==> src/design/sva_pkg.sv <==
//------------------------------------------------------------------------------
// sva_pkg: shared types and codes of the 128-bit vector ALU.
// Holds the request and result structs and the operation codes.
//------------------------------------------------------------------------------
`default_nettype none
package sva_pkg;

	localparam logic [4:0] OP_ADD  = 5'd0;
	localparam logic [4:0] OP_SUB  = 5'd1;
	localparam logic [4:0] OP_MUL  = 5'd2;
	localparam logic [4:0] OP_NEG  = 5'd3;
	localparam logic [4:0] OP_MOV  = 5'd4;
	localparam logic [4:0] OP_DUP  = 5'd5;
	localparam logic [4:0] OP_NOT  = 5'd6;
	localparam logic [4:0] OP_AND  = 5'd7;
	localparam logic [4:0] OP_OR   = 5'd8;
	localparam logic [4:0] OP_XOR  = 5'd9;
	localparam logic [4:0] OP_ANDC = 5'd10;
	localparam logic [4:0] OP_ORC  = 5'd11;
	localparam logic [4:0] OP_SHL  = 5'd12;
	localparam logic [4:0] OP_SHR  = 5'd13;
	localparam logic [4:0] OP_SAR  = 5'd14;
	localparam logic [4:0] OP_ZIP  = 5'd15;
	localparam logic [4:0] OP_UZP  = 5'd16;
	localparam logic [4:0] OP_TRN  = 5'd17;
	localparam logic [4:0] OP_EQ   = 5'd18;
	localparam logic [4:0] OP_NE   = 5'd19;
	localparam logic [4:0] OP_LT   = 5'd20;
	localparam logic [4:0] OP_LE   = 5'd21;
	localparam logic [4:0] OP_LTU  = 5'd22;
	localparam logic [4:0] OP_LEU  = 5'd23;
	localparam logic [4:0] OP_EXTU = 5'd24;
	localparam logic [4:0] OP_EXTS = 5'd25;

	localparam logic [1:0] ESZ_8  = 2'd0;
	localparam logic [1:0] ESZ_16 = 2'd1;
	localparam logic [1:0] ESZ_32 = 2'd2;
	localparam logic [1:0] ESZ_64 = 2'd3;

	typedef struct packed {
		logic [4:0]  operation;
		logic [1:0]  element_size;
		logic [63:0] a_low;
		logic [63:0] a_high;
		logic [63:0] b_low;
		logic [63:0] b_high;
		logic [5:0]  immediate;
	} request_t;

	typedef struct packed {
		logic [63:0] d_low;
		logic [63:0] d_high;
		logic        bad_combination;
	} result_t;

	// Operation class decided by the front end.
	localparam logic [2:0] CLS_ARITH = 3'd0;
	localparam logic [2:0] CLS_MUL   = 3'd1;
	localparam logic [2:0] CLS_PERM  = 3'd2;
	localparam logic [2:0] CLS_EXT   = 3'd3;
	localparam logic [2:0] CLS_ZERO  = 3'd4;
	localparam logic [2:0] CLS_BAD   = 3'd5;

	typedef struct packed {
		request_t   req;
		logic [2:0] cls;
	} entry_t;

endpackage
`default_nettype wire

==> src/design/sva_front.sv <==
//------------------------------------------------------------------------------
// sva_front: request intake and classification.
// Registers an accepted request together with its operation class.
//------------------------------------------------------------------------------
`default_nettype none
module sva_front (
	input  wire logic              clk,
	input  wire logic              arst_n,
	input  wire logic              take,
	input  wire sva_pkg::request_t req,
	output sva_pkg::entry_t        ent_s1,
	output logic                   vld_s1
);
	logic [2:0] cls;

	always_comb begin
		unique case (req.operation)
			sva_pkg::OP_MUL: cls = sva_pkg::CLS_MUL;
			sva_pkg::OP_ZIP, sva_pkg::OP_UZP, sva_pkg::OP_TRN: cls = sva_pkg::CLS_PERM;
			sva_pkg::OP_EXTU, sva_pkg::OP_EXTS: begin
				cls = (req.element_size == sva_pkg::ESZ_64) ? sva_pkg::CLS_BAD
				                                            : sva_pkg::CLS_EXT;
			end
			default: begin
				cls = (req.operation <= sva_pkg::OP_LEU) ? sva_pkg::CLS_ARITH
				                                         : sva_pkg::CLS_ZERO;
			end
		endcase
	end

	always_ff @(posedge clk or negedge arst_n) begin
		if (!arst_n) begin
			vld_s1 <= 1'b0;
		end else begin
			vld_s1 <= take;
		end
	end

	always_ff @(posedge clk) begin
		if (take) begin
			ent_s1.req <= req;
			ent_s1.cls <= cls;
		end
	end
endmodule
`default_nettype wire

==> config.mk <==
export PLATFORM = sky130hd
export DESIGN_NAME = sva_front
export DESIGN_NICKNAME = d
export VERILOG_FILES = /design/src/design/sva_pkg.sv /design/src/design/sva_front.sv
export SDC_FILE = /design/constraint.sdc
export NUM_CORES = 1
export LEC_CHECK = 0
export BUFFER_PORTS_ARGS = -buffer_cell sky130_fd_sc_hd__clkbuf_2
export CAP_MARGIN = 25
export CORE_AREA = 3 3 211 213
export CTS_CLUSTER_DIAMETER = 30
export CTS_CLUSTER_SIZE = 14
export DETAILED_ROUTE_END_ITERATION = 10
export DIE_AREA = 0 0 214 216
export PLACE_DENSITY = 0.48
export SETUP_SLACK_MARGIN = 0.2
export SYNTH_ARGS = -nofsm -noshare
export SYNTH_HDL_FRONTEND = slang
export SYNTH_SLANG_ARGS = --single-unit
==> constraint.sdc <==
create_clock -name clk -period 0.8 [get_ports clk]
set_clock_uncertainty 0.1 [all_clocks]
set_input_delay 0.04 -clock clk [delete_from_list [all_inputs] [get_ports clk]]
set_output_delay 0.04 -clock clk [all_outputs]
set_load 0.02 [all_outputs]
==> results of run 1 <==
## cells in the mapped netlist (all sizes together)
| master | count | area (um2) |
|---|---|---|
| nand3b | 1 | 7.51 |
| nand3 | 1 | 5.00 |
| or4b | 1 | 10.0 |
| edfxtp | 272 | 8170 |
| and4b | 1 | 11.3 |
| nor2 | 1 | 3.75 |
| nor3b | 1 | 7.51 |
| a211oi | 1 | 7.51 |
| a21oi | 1 | 5.00 |
| nand2 | 1 | 3.75 |
| a22o | 1 | 8.76 |
| dfrtp | 1 | 25.0 |
## layout make-up
cell class	instances	area (um2)	area share, %
Clock buffer	65	1540	8.49
Multi-Input combinational cell	10	75.1	0.414
Tap cell	585	732	4.03
Timing Repair Buffer	844	7040	38.8
Clock inverter	44	556	3.06
Antenna cell	2	5.00	0.0276
Sequential cell	273	8190	45.1
## cell usage in the layout, fill, tap and decap left out, types with 6 or more instances in the layout
cell type,n
buf_6,203
clkinv_2,11
bufinv_16,11
clkbuf_2,274
edfxtp_1,272
dlygate4sd3_1,269
buf_2,60
clkinvlp_4,6
clkinv_4,10
clkbuf_16,61
buf_4,26
## report_power, final
part           switching [mW]  internal (mW)
Combinational            2.78           3.13
Sequential              0.515           17.1
Clock                    7.79           17.4
## through the flow
stage	cell area (um2)	setup slack [ns]	total power [mW]	util (%)
floorplan	8270	-0.102	19.1	-
finish	18100	-0.513	48.7	42.3
CTS	16900	-0.560	48.0	39.3
global placement	12000	-0.262	21.4	28.0
detailed placement	12000	-0.256	21.5	28.0
global route	18100	-0.580	50.4	42.3
## worst paths after layout
path / startpoint / end / slack (ns) / depth (start not counted)
setup / recovery: ent_s1[132] / ent_s1[132] / -0.51 / 1
hold / removal: req[265] / ent_s1[268] / -0.28 / 2
max in group asynchronous: arst_n / vld_s1 / 0.27 / 3
min in group asynchronous: arst_n / vld_s1 / 0.22 / 3
## sequential cells by signal, indices dropped and copies added, names as in the netlist
register,cells
vld_s1,1
ent_s1,272
## logic make-up (layout without fill, tap and decap cells)
family / Yosys count / count (layout) / share of synthesized area [%]
AO/OA/AOI/OAI: 3 / 3 / 0.257
flip-flops: 273 / 273 / 99.2
buffers and inverters: 0 / 953 / 0
other: 0 / 2 / 0
AND/OR/NAND/NOR: 7 / 7 / 0.590
## what timing repair did
action | CTS | global route
buffers inserted | 0 | 0
hold buffers | 269 | 5
endpoints found under the hold margin | 434 | 171
setup endpoints to repair | 273 | 276
gates resized for setup | 13 | 686
## layer usage
metal / GRT usage (%) / wire (um)
met1: 13.0 / 10900
met2: 22.9 / 17000
met3: 4.90 / 2630
met4: 5.58 / 982
met5: 0 / 13
==> results_dict.tcl, run 1 <==
set metrics [dict create \
    start_util_pct 19.3 \
    syn_avg_cell_area_um2 29.2 \
    startpoint_type "flip-flop" \
    syn2layout_area_growth_pct 120 \
    grt_start_max_net_pins 53 \
    grt_first_pass_wirelength_mm 44.6 \
    ys_ff_latch 273 \
    grt_use_total_pct 12.6 \
    fmax_mhz 762 \
    syn_inst 283 \
    worstPathArrival_ns 1.17 \
    cp-end-kind "primary output" \
    vdd_drop_max_mv 2.63 \
    grt_overflow_total 0 \
    drtAntennaViolNets 0 \
    clock_sinks 273 \
    ys_warn_count 0 \
    hold_path.class "input port to flip-flop" \
    timing.final.hold_violations 166 \
    p_leak_nw 7.66 \
    syn_area_um2 8260 \
    cts_tree "yes" \
    dp_hpwl_mm 20.7 \
    drc 0 \
    maxSlewHeadroom_pct 80.6 \
    drt-vias-per-instance 3.67 \
    die_area_um2 46200 \
    synth-seq-area-share_pct 99.2 \
    crit_buf_inv 1 \
    cp_slowest_cell "edfxtp_1" \
    p_per_area_nw_per_um2 2680 \
    dp_cells 1443 \
    rsz0062_at_grt "true" \
    die_w_um 214 \
    required_ns 0.66 \
    syn-num-nets 555 \
    cp_top_family "flip-flops" \
    cp_slowest_stage_delay_ns 0.43 \
    cts_root_buf "clkbuf_16" \
    wl_per_cell_um 17.3 \
    maxSlewViolCount 0 \
    clk_path_buf_depth 3 \
    cts_buffers 59 \
    nets 1460 \
    drt_pass1_iterations 5 \
    grt_antenna_before_repair 7 \
    worst_slew_pin_slew_ns 0.291 \
    crit_fanout 1 \
    ios 545 \
    rows 76 \
    final_layout_size_suffix_gt1_share_pct 54.9 \
    fin_crit_sh_pct 164 \
    setup_viol 276 \
    vias 6695 \
    max_cap_viol_count 0 \
    finalCriticalPeriod_ns 1.31 \
    fill_cells 3756 \
    grt_pass1_vias 7641 \
    path_cells "clkbuf_8" \
    crit_type "flip-flop to primary output" \
    gp_congestion 0.800 \
    violations "negative hold slack, negative setup slack" \
    fin_ws_ns -0.513 \
    routed_wl_mm 31.5 \
    coreArea_um2 42900 \
    drt_iter0_drc 302 \
    finalSetupTns_ns -117.94 \
    fp.dieH_um 216 \
    htreeDepth 2 \
    finalNonFillerCells 1823 \
    status "complete, but fails checks" \
    holdWs_ns -0.282 \
    io_buffers 544 \
    yosysUniqueCellTypes 12 \
    clk_pin_slew_ns 0.05 \
]
Power figures use the tool's default switching activity.
==> inputs of run 2 (changes only) <==
==> constraint.sdc (replaced) <==
create_clock -name clk -period 0.8 [get_ports clk]
set_clock_uncertainty 0.1 [all_clocks]
set_input_delay 0.16 -clock clk [delete_from_list [all_inputs] [get_ports clk]]
set_output_delay 0.16 -clock clk [all_outputs]
set_load 0.02 [all_outputs]
==> run 2 against run 1 <==
- the flow still finishes with violations (negative hold slack, negative setup slack)
- first-iteration DRC count down 14%
- die area unchanged
- via count down 2.3%
- clock power about the same
- largest power group unchanged
- wire length down 4.1%
- count of clock-buffer cells in the layout up 18
- fmax down 6.9%
- largest cell class unchanged
==> results_dict.tcl, run 2 (same netlist as run 1, synthesis figures left out) <==
set metrics [dict create \
    status "complete, but fails checks" \
    violations "negative hold slack, negative setup slack" \
    vdd_drop_max_mv 1.67 \
    maxSlewViolCount 0 \
    cp-end-kind "primary output" \
    clk_pin_slew_ns 0.04 \
    htreeDepth 3 \
    dp_cells 1437 \
    grt_antenna_before_repair 6 \
    maxSlewHeadroom_pct 80.1 \
    drt_pass1_iterations 6 \
    drt_iter0_drc 261 \
    postCtsHoldBufs 260 \
    fill_cells 3750 \
    crit_buf_inv 1 \
    cp_slowest_cell "edfxtp_1" \
    nets 1452 \
    setup_viol 273 \
    finalNonFillerCells 1815 \
    rows 76 \
    mostFrequentLayoutCells "edfxtp_1 (272), clkbuf_2 (267), dlygate4sd3_1 (245)" \
    final_common_cell "edfxtp_1" \
    grt_use_total_pct 12.4 \
    cts_root_buf "clkbuf_16" \
    rsz0062_at_grt "true" \
    cp_top_family "flip-flops" \
    fmax_mhz 709 \
    finalSetupTns_ns -148.19 \
    die_w_um 214 \
    finalCriticalPeriod_ns 1.41 \
    p_leak_nw 7.69 \
    grt_start_max_net_pins 54 \
    clk_path_buf_depth 3 \
    startpoint_type "flip-flop" \
    cts_tree "yes" \
    p_per_area_nw_per_um2 2700 \
    drtAntennaViolNets 0 \
    io_buffers 544 \
    max_cap_viol_count 0 \
    gp_congestion 0.819 \
    fin_ws_ns -0.610 \
    required_ns 0.54 \
    drt-vias-per-instance 3.60 \
    final_layout_size_suffix_gt1_share_pct 54.4 \
    start_util_pct 19.3 \
    wl_per_cell_um 16.7 \
    dp_hpwl_mm 20.3 \
    worst_slew_pin_slew_ns 0.299 \
    worstPathArrival_ns 1.15 \
    crit_fanout 1 \
    clock_sinks 273 \
    cp_slowest_stage_delay_ns 0.43 \
    vias 6539 \
    grt_overflow_total 0 \
    largest_registers "ent_s1: 272 flops, vld_s1: 1 flops" \
    fp.dieH_um 216 \
    coreArea_um2 42900 \
    cts_buffers 66 \
    largest_reg_flops 272 \
    holdWs_ns -0.259 \
    syn2layout_area_growth_pct 118 \
    routed_wl_mm 30.2 \
    path_cells "buf_6" \
    grt_pass1_vias 7556 \
    drc 0 \
    fin_crit_sh_pct 176 \
    crit_type "flip-flop to primary output" \
    top_register "ent_s1" \
    ios 545 \
    grt_first_pass_wirelength_mm 43.7 \
    timing.final.hold_violations 36 \
    die_area_um2 46200 \
    hold_path.class "input port to flip-flop" \
    power_mw 48.6 \
]
-- run 2: routing by layer --
layer | share of wire [%] | up-vias | GRT usage (%)
met5 | 0.089 | - | 0
met4 | 3.5 | 4 | 7.26
met3 | 9.6 | 79 | 5.56
met2 | 53 | 357 | 21.3
met1 | 34 | 3100 | 12.6
li1 | - | 2999 | -
-- run 2: report_power, final --
group	total (mW)	internal (mW)	switching, mW
clock	25.3	17.4	7.84
sequential	17.6	17.1	0.492
combinational	5.76	3.03	2.73
total	48.6	37.5	11.1
-- run 2: final timing paths --
check	startpoint	end	slack (ns)	cells past startpoint
min in group asynchronous	arst_n	vld_s1	-0.19	2
max in group asynchronous	arst_n	vld_s1	0.70	2
hold / removal	req[268]	ent_s1[271]	-0.26	1
setup / recovery	ent_s1[73]	ent_s1[73]	-0.61	1
-- run 2: area by class of cell --
cell class	instances	area, um2	share of cell area (%)
clock buffer	83	1760	9.77
multi-input combinational	10	75.1	0.417
tap	585	732	4.07
sequential	273	8190	45.5
clock inverter	33	374	2.08
timing repair buffer	829	6860	38.1
antenna	2	5.00	0.0278
-- run 2: per-stage QoR --
stage | instance area, um2 | worst slack (ns) | hold slack [ns] | utilization (%)
6_report | 18000 | -0.610 | -0.259 | 42.0
5_1_grt | 18000 | -0.669 | -0.292 | 42.0
4_1_cts | 16800 | -0.679 | -0.311 | 39.2
3_5_place_dp | 12000 | -0.352 | -0.159 | 27.9
3_3_place_gp | 12000 | -0.360 | -0.160 | 27.9
2_1_floorplan | 8270 | -0.222 | -0.236 | -
-- run 2: what timing repair did --
item                       4_1_cts  5_1_grt
cloned                           0        0
pin swaps                        0        2
buffers inserted                 0        1
setup endpoints to repair      273      289
gates resized for setup         23      660
hold endpoints to repair       316       48
==> inputs of run 3 (changes only) <==
--- a/config.mk
+++ b/config.mk
@@ -7,12 +7,13 @@
 export LEC_CHECK = 0
 export BUFFER_PORTS_ARGS = -buffer_cell sky130_fd_sc_hd__clkbuf_2
 export CAP_MARGIN = 25
-export CORE_AREA = 3 3 211 213
+export CORE_AREA = 3 3 210 212
+export CTS_BUF_LIST = sky130_fd_sc_hd__clkbuf_8 sky130_fd_sc_hd__clkbuf_16
 export CTS_CLUSTER_DIAMETER = 30
 export CTS_CLUSTER_SIZE = 14
 export DETAILED_ROUTE_END_ITERATION = 10
-export DIE_AREA = 0 0 214 216
-export PLACE_DENSITY = 0.48
+export DIE_AREA = 0 0 213 215
+export PLACE_DENSITY = 0.47
 export SETUP_SLACK_MARGIN = 0.2
 export SYNTH_ARGS = -nofsm -noshare
 export SYNTH_HDL_FRONTEND = slang
==> constraint.sdc (replaced) <==
create_clock -name clk -period 1.6 [get_ports clk]
set_clock_uncertainty 0.1 [all_clocks]
set_input_delay 0.32 -clock clk [delete_from_list [all_inputs] [get_ports clk]]
set_output_delay 0.32 -clock clk [all_outputs]
set_load 0.02 [all_outputs]
==> run 3 against run 2 <==
- the flow finishes with violations (negative setup slack)
- sequential share of layout area is 2.5 points lower
- worst hold slack better by 0.62 ns
- global-route usage is 0.30 points higher
- via count is 0.55% higher
- die area is 0.93% lower
- largest cell class unchanged
==> results_dict.tcl, run 3 (same netlist as run 1, synthesis figures left out) <==
set metrics [dict create \
    status "complete, but fails checks" \
    violations "negative setup slack" \
    fp.dieH_um 215 \
    required_ns 1.18 \
    met1_usage_pct 12.2 \
    maxSlewHeadroom_pct 78.4 \
    hold_start "req[41]" \
    fin_ws_ns -0.116 \
    maxSlewViolCount 0 \
    cts_buffers 70 \
    drt_pass1_iterations 4 \
    cp_top_family "flip-flops" \
    cp_slowest_stage_delay_ns 0.51 \
    rows 75 \
    largest_reg_flops 272 \
    top_usage_layer "met2" \
    startpoint_type "flip-flop" \
    drtAntennaViolNets 0 \
    switchingPower_mw 5.97 \
    fmax_mhz 583 \
    final_layout_size_suffix_gt1_share_pct 53.9 \
    clk_pin_slew_ns 0.05 \
    path_cells "clkbuf_8" \
    largest_registers "ent_s1: 272 flops, vld_s1: 1 flops" \
    worst_slew_pin_slew_ns 0.324 \
    drc 0 \
    gp_congestion 0.767 \
    timing.final.hold_violations 0 \
    max_cap_viol_count 0 \
    grt_pass1_vias 7548 \
    register_area_um2 8190 \
    start_util_pct 19.6 \
    cp-end-kind "primary output" \
    fill_cells 3514 \
    drt_iter0_drc 336 \
    grt_overflow_total 0 \
    io_buffers 544 \
    grt_start_max_net_pins 43 \
    clock_sinks 273 \
    crit_type "flip-flop to primary output" \
    grt_util_met2_pct 23.5 \
    htreeDepth 3 \
    p_leak_nw 8.06 \
    nets 1462 \
    grt_use_total_pct 12.7 \
    top_register "ent_s1" \
    p_per_area_nw_per_um2 1360 \
    cts_root_buf "clkbuf_16" \
    grt_util_met3_pct 5.86 \
    multi_input_area_um2 70.1 \
    crit_fanout 1 \
    finalCriticalPeriod_ns 1.72 \
    power_mw 25.8 \
    fin_crit_sh_pct 107 \
    clk_path_buf_depth 3 \
    hold_path.class "input port to flip-flop" \
    finalNonFillerCells 1788 \
    vias 6575 \
    die_w_um 213 \
    cp_slowest_cell "edfxtp_1" \
    p_sw_share_pct 23.1 \
    worstPathArrival_ns 1.30 \
    crit_buf_inv 1 \
    coreArea_um2 42100 \
    grt_first_pass_wirelength_mm 43.2 \
    dp_hpwl_mm 20.5 \
    syn2layout_area_growth_pct 130 \
    pwr-share-seq_pct 34.3 \
    critPathLaunch "ent_s1[164]" \
    intPower_mw 19.8 \
    worstHoldEndpoint "ent_s1[44]" \
    vdd_drop_max_mv 1.11 \
    rsz0062_at_grt "true" \
    ios 545 \
    cts_tree "yes" \
    die_area_um2 45800 \
    wl_per_cell_um 17.9 \
    mostFrequentLayoutCells "edfxtp_1 (272), dlygate4sd3_1 (272), clkbuf_2 (270)" \
    comb_power_share_pct 12.3 \
    whs_path_depth 2 \
    drt-vias-per-instance 3.68 \
    routed_wl_mm 32.1 \
    dp_cells 1385 \
    p_clk_share_pct 53.4 \
    grt_antenna_before_repair 1 \
    setup_viol 7 \
]
==> run 3: cell types whose count changed in the layout (fill, tap and decap cells not counted), moves of 4 or more <==
| cell | previous run | this run |
|---|---|---|
| buf_6 | 184 | 147 |
| clkinv_1 | 6 | 12 |
| clkbuf_8 | 8 | 113 |
| buf_2 | 82 | 0 |
| buf_4 | 21 | 11 |
| buf_8 | 4 | 14 |
| dlymetal6s4s_1 | 13 | 0 |
| inv_1 | 0 | 9 |
| dlygate4sd3_1 | 245 | 272 |
| clkinv_2 | 6 | 12 |
| inv_6 | 5 | 1 |
| clkbuf_1 | 15 | 0 |
==> run 3: cell type report <==
cell class / instances / area share [%]
clock inverters: 59 / 3.10
clock buffers: 71 / 9.33
well taps: 539 / 3.54
repair buffers: 835 / 40.6
diodes: 1 / 0.0131
flip-flops and latches: 273 / 43.0
multi-input cells: 10 / 0.368
==> run 3: worst max path at each step <==
stage	slack, ns	end	cells after the start
6_report	-0.12	ent_s1[164]	1
5_1_grt	-0.19	ent_s1[164]	1
4_1_cts	-0.19	ent_s1[164]	1
3_5_place_dp	0.24	ent_s1[0]	3
3_3_place_gp	0.25	ent_s1[0]	3
2_1_floorplan	0.40	ent_s1[0]	2
==> run 3: per-stage QoR <==
step | utilization, % | hold WS (ns) | setup TNS [ns] | worst slack [ns] | cell area, um2
6_report | 45.2 | 0.358 | -0.324 | -0.116 | 19000
4_1_cts | 43.0 | 0.303 | -1.21 | -0.188 | 18100
3_3_place_gp | 28.3 | -0.00285 | 0 | 0.250 | 11900
5_1_grt | 45.2 | 0.325 | -1.60 | -0.185 | 19000
2_1_floorplan | - | -0.0756 | 0 | 0.401 | 8260
3_5_place_dp | 28.3 | -0.00259 | 0 | 0.237 | 11900
==> run 3: timing repair <==
item / in CTS / in global routing
hold buffers: 272 / 0
resized for setup: 257 / 455
buffers inserted: 0 / 0
endpoints found under the setup margin: 273 / 273
hold endpoints to repair: 274 / 0
==> run 3: power by group through the flow <==
stage	Combinational (mW)	Clock (mW)	Sequential, mW
finish	3.17	13.8	8.85
global route	3.32	14.5	8.89
CTS	2.81	14.1	8.77
detailed placement	1.89	0	8.84
global placement	1.89	0	8.82
floorplan	0.00737	0	9.54
==> run 3: metal layers <==
metal / routed length, um / share of wire [%]
met4: 715 / 2.2
met2: 17500 / 54
met3: 2940 / 9.2
met5: 0 / 0
met1: 11000 / 34
